`src/rtl/shifting_array_table_top_defines.svh`:
```
// Assertion macros for the shifting array table.
// Taken in by the top level; the bodies drop out when SYNTHESIS is defined.
`ifndef SHIFTING_ARRAY_TABLE_TOP_DEFINES_SVH
`define SHIFTING_ARRAY_TABLE_TOP_DEFINES_SVH
`ifndef SYNTHESIS
// Same-cycle implication, sampled on clk, off during reset.
`define SAT_ASSERT_NOW(label, ante, cons, msg) \
    label: assert property (@(posedge clk) disable iff (!rst_n) (ante) |-> (cons)) \
        else $error(msg);
// Next-cycle implication, sampled on clk, off during reset.
`define SAT_ASSERT_NEXT(label, ante, cons, msg) \
    label: assert property (@(posedge clk) disable iff (!rst_n) (ante) |=> (cons)) \
        else $error(msg);
`else
`define SAT_ASSERT_NOW(label, ante, cons, msg)
`define SAT_ASSERT_NEXT(label, ante, cons, msg)
`endif
`endif

```
`src/rtl/sat_pkg.sv`:
```
// Shared codes and types for the shifting array table.
// No dependencies; used by sat_cell and the top level.
`default_nettype none

package sat_pkg;

    localparam int VALUE_W = 32;

    // command codes
    localparam logic [2:0] CMD_PUSH_BACK  = 3'd0;
    localparam logic [2:0] CMD_PUSH_FRONT = 3'd1;
    localparam logic [2:0] CMD_REMOVE_AT  = 3'd2;
    localparam logic [2:0] CMD_REMOVE_VAL = 3'd3;
    localparam logic [2:0] CMD_FIND       = 3'd4;
    localparam logic [2:0] CMD_POP        = 3'd5;

    // status codes
    localparam logic [1:0] ST_OK    = 2'd0;
    localparam logic [1:0] ST_FULL  = 2'd1;
    localparam logic [1:0] ST_NONE  = 2'd2;
    localparam logic [1:0] ST_EMPTY = 2'd3;

    // cell update codes
    localparam logic [1:0] CELL_HOLD  = 2'd0;
    localparam logic [1:0] CELL_LOAD  = 2'd1;
    localparam logic [1:0] CELL_LEFT  = 2'd2;
    localparam logic [1:0] CELL_RIGHT = 2'd3;

    typedef struct packed {
        logic [1:0] op;
    } cell_ctrl_t;

endpackage

`default_nettype wire

```
`src/rtl/sat_cell.sv`:
```
// One entry of the table: holds a value, shifts from either neighbor, compares.
// Depends on sat_pkg.
`default_nettype none

module sat_cell (
    input  wire logic                          clk,
    input  wire sat_pkg::cell_ctrl_t           ctrl,
    input  wire logic [sat_pkg::VALUE_W-1:0]   load_data,
    input  wire logic [sat_pkg::VALUE_W-1:0]   left_data,
    input  wire logic [sat_pkg::VALUE_W-1:0]   right_data,
    input  wire logic [sat_pkg::VALUE_W-1:0]   key,
    output logic      [sat_pkg::VALUE_W-1:0]   data,
    output logic                               match
);

    logic [sat_pkg::VALUE_W-1:0] data_reg;

    always_ff @(posedge clk)
    begin
        case (ctrl.op)
            sat_pkg::CELL_LOAD:  data_reg <= load_data;
            sat_pkg::CELL_LEFT:  data_reg <= left_data;
            sat_pkg::CELL_RIGHT: data_reg <= right_data;
            default:             data_reg <= data_reg;
        endcase
    end

    assign data  = data_reg;
    assign match = (data_reg == key);

endmodule

`default_nettype wire

```
`src/rtl/sat_match_enc.sv`:
```
// Priority encoder over the cell match flags: lowest hit wins.
// Depends on nothing outside this file.
`default_nettype none

module sat_match_enc #(
    parameter int DEPTH = 16
) (
    input  wire logic [DEPTH-1:0]         hit,
    output logic                          any,
    output logic [$clog2(DEPTH)-1:0]      index
);

    localparam int IDX_W = $clog2(DEPTH);

    always_comb
    begin
        any   = |hit;
        index = '0;
        // scan downward so the lowest set flag is written last
        for (int i = DEPTH - 1; i >= 0; i--)
        begin
            if (hit[i])
            begin
                index = IDX_W'(i);
            end
        end
    end

endmodule

`default_nettype wire

```
`src/rtl/shifting_array_table_top.sv`:
```
// Shifting array table: an ordered row of value cells with a fill count.
// Command channel: cmd/value/position under cmd_valid, cmd_stall.
// Result channel: found/found_index/value_out/fill_count/status under
// rsp_valid, rsp_stall. A transaction moves at a rising edge with valid high
// and stall low.
// Every command gives exactly one result, registered in the cycle after it is accepted.
// Throughput is one command per cycle while the receiver does not stall: all cells
// shift in the same edge and the compares run in every cell at once, feeding a priority encoder.
// The single result register sets the pace; a new command is taken in the
// same cycle the previous result leaves.
// When the receiver stalls, the result holds and cmd_stall rises until the
// result is taken. Reset empties the table (count zero) and drops rsp_valid;
// cell contents are not cleared and are only ever read below the count.
// Depends on sat_pkg, sat_cell, sat_match_enc and the defines header.
`default_nettype none
`include "shifting_array_table_top_defines.svh"

module shifting_array_table_top #(
    parameter int DEPTH = 16
) (
    input  wire logic                                  clk,
    input  wire logic                                  rst_n,
    input  wire logic                                  cmd_valid,
    output logic                                       cmd_stall,
    input  wire logic [2:0]                            cmd,
    input  wire logic signed [sat_pkg::VALUE_W-1:0]    value,
    input  wire logic [$clog2(DEPTH)-1:0]              position,
    output logic                                       rsp_valid,
    input  wire logic                                  rsp_stall,
    output logic                                       found,
    output logic [$clog2(DEPTH)-1:0]                   found_index,
    output logic signed [sat_pkg::VALUE_W-1:0]         value_out,
    output logic [$clog2(DEPTH+1)-1:0]                 fill_count,
    output logic [1:0]                                 status
);

    localparam int IDX_W = $clog2(DEPTH);
    localparam int CNT_W = $clog2(DEPTH + 1);

    logic                         accept;
    logic [CNT_W-1:0]             count_reg;
    logic [CNT_W-1:0]             count_next;
    logic [CNT_W-1:0]             res_count;
    logic                         rsp_valid_reg;
    logic                         rsp_valid_next;
    logic                         found_reg;
    logic [IDX_W-1:0]             found_index_reg;
    logic [sat_pkg::VALUE_W-1:0]  value_out_reg;
    logic [CNT_W-1:0]             fill_count_reg;
    logic [1:0]                   status_reg;

    logic                         res_found;
    logic [IDX_W-1:0]             res_index;
    logic [sat_pkg::VALUE_W-1:0]  res_value;
    logic [1:0]                   res_status;

    logic                         do_append;
    logic                         do_front;
    logic                         do_remove;
    logic [IDX_W-1:0]             rm_idx;

    logic                         full;
    logic                         empty;
    logic [IDX_W-1:0]             last_idx;
    logic [CNT_W-1:0]             last_cnt;

    logic [sat_pkg::VALUE_W-1:0]  cell_data [DEPTH];
    logic [DEPTH-1:0]             cell_match;
    logic [DEPTH-1:0]             hit;
    logic                         hit_any;
    logic [IDX_W-1:0]             hit_index;
    sat_pkg::cell_ctrl_t          cell_ctrl [DEPTH];

    assign cmd_stall = rsp_valid_reg & rsp_stall;
    assign accept    = cmd_valid & ~cmd_stall;

    assign full     = (count_reg == CNT_W'(DEPTH));
    assign empty    = (count_reg == '0);
    assign last_cnt = count_reg - CNT_W'(1);
    assign last_idx = last_cnt[IDX_W-1:0];

    // cell row
    for (genvar i = 0; i < DEPTH; i++)
    begin : g_cell
        logic [sat_pkg::VALUE_W-1:0] left_d;
        logic [sat_pkg::VALUE_W-1:0] right_d;

        if (i == 0)
        begin : g_first
            assign left_d = value;
        end
        else
        begin : g_mid_l
            assign left_d = cell_data[i-1];
        end

        if (i == DEPTH - 1)
        begin : g_last
            assign right_d = cell_data[i];
        end
        else
        begin : g_mid_r
            assign right_d = cell_data[i+1];
        end

        always_comb
        begin
            cell_ctrl[i].op = sat_pkg::CELL_HOLD;
            if (do_append && (CNT_W'(i) == count_reg))
            begin
                cell_ctrl[i].op = sat_pkg::CELL_LOAD;
            end
            else if (do_front)
            begin
                cell_ctrl[i].op = (i == 0) ? sat_pkg::CELL_LOAD : sat_pkg::CELL_LEFT;
            end
            else if (do_remove && (IDX_W'(i) >= rm_idx))
            begin
                cell_ctrl[i].op = sat_pkg::CELL_RIGHT;
            end
        end

        sat_cell u_cell (
            .clk        (clk),
            .ctrl       (cell_ctrl[i]),
            .load_data  (value),
            .left_data  (left_d),
            .right_data (right_d),
            .key        (value),
            .data       (cell_data[i]),
            .match      (cell_match[i])
        );

        // only cells below the count take part in a search
        assign hit[i] = cell_match[i] & (CNT_W'(i) < count_reg);
    end

    sat_match_enc #(
        .DEPTH (DEPTH)
    ) u_match_enc (
        .hit   (hit),
        .any   (hit_any),
        .index (hit_index)
    );

    // command decode
    always_comb
    begin
        res_found  = 1'b0;
        res_index  = '0;
        res_value  = '0;
        res_status = sat_pkg::ST_OK;
        res_count  = count_reg;
        do_append  = 1'b0;
        do_front   = 1'b0;
        do_remove  = 1'b0;
        rm_idx     = position;
        unique case (cmd) inside
            sat_pkg::CMD_PUSH_BACK:
            begin
                if (full)
                begin
                    res_status = sat_pkg::ST_FULL;
                end
                else
                begin
                    do_append = accept;
                    res_count = count_reg + CNT_W'(1);
                end
            end
            sat_pkg::CMD_PUSH_FRONT:
            begin
                if (full)
                begin
                    res_status = sat_pkg::ST_FULL;
                end
                else
                begin
                    do_front  = accept;
                    res_count = count_reg + CNT_W'(1);
                end
            end
            sat_pkg::CMD_REMOVE_AT:
            begin
                if (CNT_W'(position) >= count_reg)
                begin
                    res_status = sat_pkg::ST_NONE;
                end
                else
                begin
                    do_remove = accept;
                    res_count = last_cnt;
                end
            end
            sat_pkg::CMD_REMOVE_VAL, sat_pkg::CMD_FIND:
            begin
                if (!hit_any)
                begin
                    res_status = sat_pkg::ST_NONE;
                end
                else
                begin
                    res_found = 1'b1;
                    res_index = hit_index;
                    if (cmd == sat_pkg::CMD_REMOVE_VAL)
                    begin
                        do_remove = accept;
                        rm_idx    = hit_index;
                        res_count = last_cnt;
                    end
                end
            end
            sat_pkg::CMD_POP:
            begin
                if (empty)
                begin
                    res_status = sat_pkg::ST_EMPTY;
                end
                else
                begin
                    res_value = cell_data[last_idx];
                    res_count = last_cnt;
                end
            end
            default:
            begin
                // unused codes: leave the table alone
            end
        endcase
    end

    assign count_next     = accept ? res_count : count_reg;
    assign rsp_valid_next = accept | (rsp_valid_reg & rsp_stall);

    always_ff @(posedge clk or negedge rst_n)
    begin
        if (!rst_n)
        begin
            count_reg     <= '0;
            rsp_valid_reg <= 1'b0;
        end
        else
        begin
            count_reg     <= count_next;
            rsp_valid_reg <= rsp_valid_next;
        end
    end

    // result register: load on accept, hold while stalled
    always_ff @(posedge clk)
    begin
        if (accept)
        begin
            found_reg       <= res_found;
            found_index_reg <= res_index;
            value_out_reg   <= res_value;
            fill_count_reg  <= res_count;
            status_reg      <= res_status;
        end
    end

    assign rsp_valid   = rsp_valid_reg;
    assign found       = found_reg;
    assign found_index = found_index_reg;
    assign value_out   = value_out_reg;
    assign fill_count  = fill_count_reg;
    assign status      = status_reg;

    `SAT_ASSERT_NOW(a_fill_bound, rsp_valid_reg, fill_count_reg <= CNT_W'(DEPTH), "fill count above depth")
    `SAT_ASSERT_NOW(a_full_status, rsp_valid_reg && (status_reg == sat_pkg::ST_FULL), fill_count_reg == CNT_W'(DEPTH), "full status with room left")
    `SAT_ASSERT_NOW(a_found_ok, rsp_valid_reg && found_reg, status_reg == sat_pkg::ST_OK, "match reported with error status")
    `SAT_ASSERT_NEXT(a_count_hold, !accept, count_reg == $past(count_reg), "count moved without a command")

endmodule

`default_nettype wire
```
`config.mk`:
```
export PLATFORM = sky130hd
export DESIGN_NAME = shifting_array_table_top
export DESIGN_NICKNAME = d
export VERILOG_FILES = /design/src/rtl/sat_pkg.sv /design/src/rtl/sat_cell.sv /design/src/rtl/sat_match_enc.sv /design/src/rtl/shifting_array_table_top.sv
export VERILOG_INCLUDE_DIRS = /design/src /design/src/rtl
export SDC_FILE = /design/constraint.sdc
export NUM_CORES = 2
export LEC_CHECK = 0
export BUFFER_PORTS_ARGS = -buffer_cell sky130_fd_sc_hd__buf_4
export CELL_PAD_IN_SITES_DETAIL_PLACEMENT = 0
export CELL_PAD_IN_SITES_GLOBAL_PLACEMENT = 2
export CORE_ASPECT_RATIO = 2
export CORE_UTILIZATION = 35
export DETAILED_ROUTE_END_ITERATION = 12
export PLACE_DENSITY_LB_ADDON = 0.12
export SLEW_MARGIN = 20
export SYNTH_ARGS = -nofsm -noshare
export SYNTH_HDL_FRONTEND = slang
export SYNTH_SLANG_ARGS = --single-unit
```
`constraint.sdc`:
```
create_clock -name clk -period 6 [get_ports clk]
set_input_delay 0.3 -clock clk [delete_from_list [all_inputs] [get_ports clk]]
set_output_delay 0.3 -clock clk [all_outputs]
set_load 0.05 [all_outputs]
```
==> flow_summary.ini <==
[timing]
skew_ns = 0.0263
tightest_slew_ns = 1.27
fin_crit_ns = 5.46
setup_viol = 0
timing.fmax_mhz = 183
hold_violations = 0
min_period_over_period_pct = 91.0
relSlewSlack_pct = 14.4
layout_setup_ws_ns = 0.538
tns_ns = 0
rsz0062_at_grt = false
slew_violations = 0

[setup_path]
cp_data_arrival_time_ns = 5.89
worstPathRequired_ns = 6.43
startpoint = count_reg[1]$_DFFE_PN0P_
r2r_start = count_reg[1]$_DFFE_PN0P_
cp-end-kind = flip-flop
critPathKind = reg2reg
rrSetupSlack_ns = 0.54
crit_fanout = 17
r2r_cells = 12
timing.rr.end = g_cell[4].u_cell.data[23]$_DFFE_PP_
start_kind = flip-flop

[floorplanning]
die_w_um = 238
ios = 89
dieArea_mm2 = 0.113
die_h_um = 474
placementRows = 173
core-area_mm2 = 0.111
start_util_pct = 35.2

[logic_synthesis]
synth-edff-count = 556
synthDistinctLibCells = 85
ys_seq_elements = 562
syn_area_mm2 = 0.0391
async_flop_share_pct = 1.07
ys.flop_type = edfxtp_1
seq_area_frac_synth_pct = 43.1
synthCells = 3503
synth_nets = 3556
yosysWarnings = 0
syn-mean-instance-area_um2 = 11.1

[grt]
grt_overflow = 0
grt_pass1_vias = 32393
grt_max_degree = 98
antenna_found_initial = 8
grt_pass1_wl_mm = 290
track_usage_pct = 38.3

[route]
drt_iter0_markers = 4051
drtPass1Iterations = 6
ant_nets = 0
vias_per_cell = 6.46
wl_per_cell_um = 42.8
drt-total-wl_mm = 218
drcViolationCount = 0
vias = 32889

[worst_hold_path]
hold_depth = 2
hp-start = cmd[1]
holdPathEnd = status[0]$_DFFE_PP_
hp-class = in2reg

[outcome]
status = finished, final reports clean

[clock_network]
clk_path_buf_depth = 3
ctsHtreeMaxLevel = 2
cts_sinks = 562
cts_root_buffer = clkbuf_16
cts_tree = yes
numCtsBuffers = 59
clk_pin_slew_worst_paths_ns = 0.07
worstSkewPairLatency_ns = 0.70
cts_resized = 0

[placement]
hpwl_mm = 172
port_buffers = 88
dp_slack_ns = 0.589
gp_congestion = 1.15
dp.cells = 4979

[final_layout]
mostFrequentLayoutCells = edfxtp_1 (556), nand2_1 (316), buf_4 (272), xor2_1 (267), xnor2_1 (248)
final_nets = 3610
largest_reg_flops = 512
n_fill_cell = 10897
layout_commonest_cell = edfxtp_1
drive_above_1_share_pct = 18.5
layout.cells.non_filler = 5095
synthToLayoutAreaGrowth_pct = 14.4

[run]
drv_cap = 0

[power_and_ir_drop]
p_leak_uw = 0.0156
powerDensity_mw_per_mm2 = 357
vdd_drop_max_v = 0.000257
power_uw = 15900
==> per-layer routing <==
metal / wire, µm / GRT usage, % / up-vias
li1: - / - / 13673
met1: 69100 / 38.7 / 16818
met2: 107000 / 64.6 / 1906
met3: 12800 / 4.76 / 490
met4: 29600 / 42.8 / 2
met5: 15 / 0 / -
==> final cells by class <==
| cell class | instances | area, µm² | share of cell area [%] |
|---|---|---|---|
| Multi-Input combinational cell | 2504 | 20600 | 46.0 |
| Sequential cell | 562 | 16800 | 37.7 |
| Timing Repair Buffer | 325 | 3060 | 6.86 |
| Tap cell | 1487 | 1860 | 4.16 |
| Clock buffer | 71 | 1540 | 3.45 |
| Clock inverter | 38 | 398 | 0.891 |
| Inverter | 105 | 394 | 0.882 |
| Antenna cell | 3 | 7.51 | 0.0168 |
==> cells by family (layout without fill, tap and decap cells) <==
| group | after synthesis | count (layout) | synth area share (%) |
|---|---|---|---|
| XOR/XNOR | 520 | 520 | 11.7 |
| flip-flops | 562 | 562 | 43.1 |
| other | 0 | 3 | 0 |
| multiplexers | 280 | 280 | 12.7 |
| buffers and inverters | 437 | 539 | 4.91 |
| AO/OA/AOI/OAI | 702 | 702 | 13.9 |
| AND/OR/NAND/NOR | 992 | 992 | 13.4 |
| adder cells (fa/ha/maj) | 10 | 10 | 0.320 |
==> power breakdown <==
part	total, µW	switching [µW]	internal, µW	leakage (µW)
Combinational	6980	4250	2730	0.00954
Clock	3970	1840	2140	0.000940
Sequential	4980	328	4650	0.00516
==> worst max-delay path: stages (launching register included) <==
cell and delay (ns):
dfrtp_1 0.77, nor3_1 0.99, nand2_1 0.30, nand2_1 0.16, nor3_1 0.12, or4_1 0.55, nor4_2 0.52, nand2b_4 0.28
a21o_2 0.36, or2_1 0.19, a21o_1 0.30, buf_4 0.28, mux2_1 0.35
==> worst max path at each step <==
stage,end,slack [ns],cells past startpoint
4_1_cts,g_cell[6].u_cell.data[0]$_DFFE_PP_,0.55,12
6_report,g_cell[4].u_cell.data[23]$_DFFE_PP_,0.54,12
2_1_floorplan,g_cell[8].u_cell.data[0]$_DFFE_PP_,0.03,9
5_1_grt,g_cell[10].u_cell.data[1]$_DFFE_PP_,0.27,13
3_3_place_gp,g_cell[6].u_cell.data[2]$_DFFE_PP_,0.53,12
3_5_place_dp,g_cell[6].u_cell.data[2]$_DFFE_PP_,0.59,12
==> synthesized netlist by cell type, types with 29 or more instances <==
cell / count / area [µm²]
a31oi_1: 64 / 400
a22o_1: 77 / 674
a222oi_1: 64 / 641
o21ai_0: 90 / 450
xnor2_1: 252 / 2210
mux2_1: 87 / 980
a21oi_1: 64 / 320
nor3_1: 106 / 531
a221o_1: 59 / 591
xor2_1: 268 / 2350
mux4_2: 160 / 3600
a22oi_1: 48 / 360
nand4_1: 112 / 701
nor4_1: 113 / 707
buf_2: 94 / 470
a21o_1: 115 / 863
nor2_1: 83 / 312
clkbuf_1: 188 / 706
nand3_1: 37 / 185
nor2b_1: 40 / 250
nand2_1: 318 / 1190
inv_1: 102 / 383
edfxtp_1: 556 / 16700
and3_1: 38 / 238
o221a_1: 29 / 327
nand2b_1: 47 / 294
mux2_2: 32 / 360
==> stage by stage <==
| step | util (%) | hold slack (ns) | instance area (µm²) |
|---|---|---|---|
| floorplan | - | 0.00441 | 39100 |
| global placement | 38.5 | 0.124 | 42700 |
| detailed placement | 38.5 | 0.126 | 42700 |
| CTS | 40.3 | 0.0334 | 44600 |
| global route | 40.3 | 0.0905 | 44700 |
| finish | 40.3 | 0.0959 | 44700 |
==> repair_timing <==
item                                   in CTS  in global routing
endpoints found under the hold margin       7                  0
setup buffers                               0                  0
hold buffers                                4                  0
(Power assumes the default switching activity.)
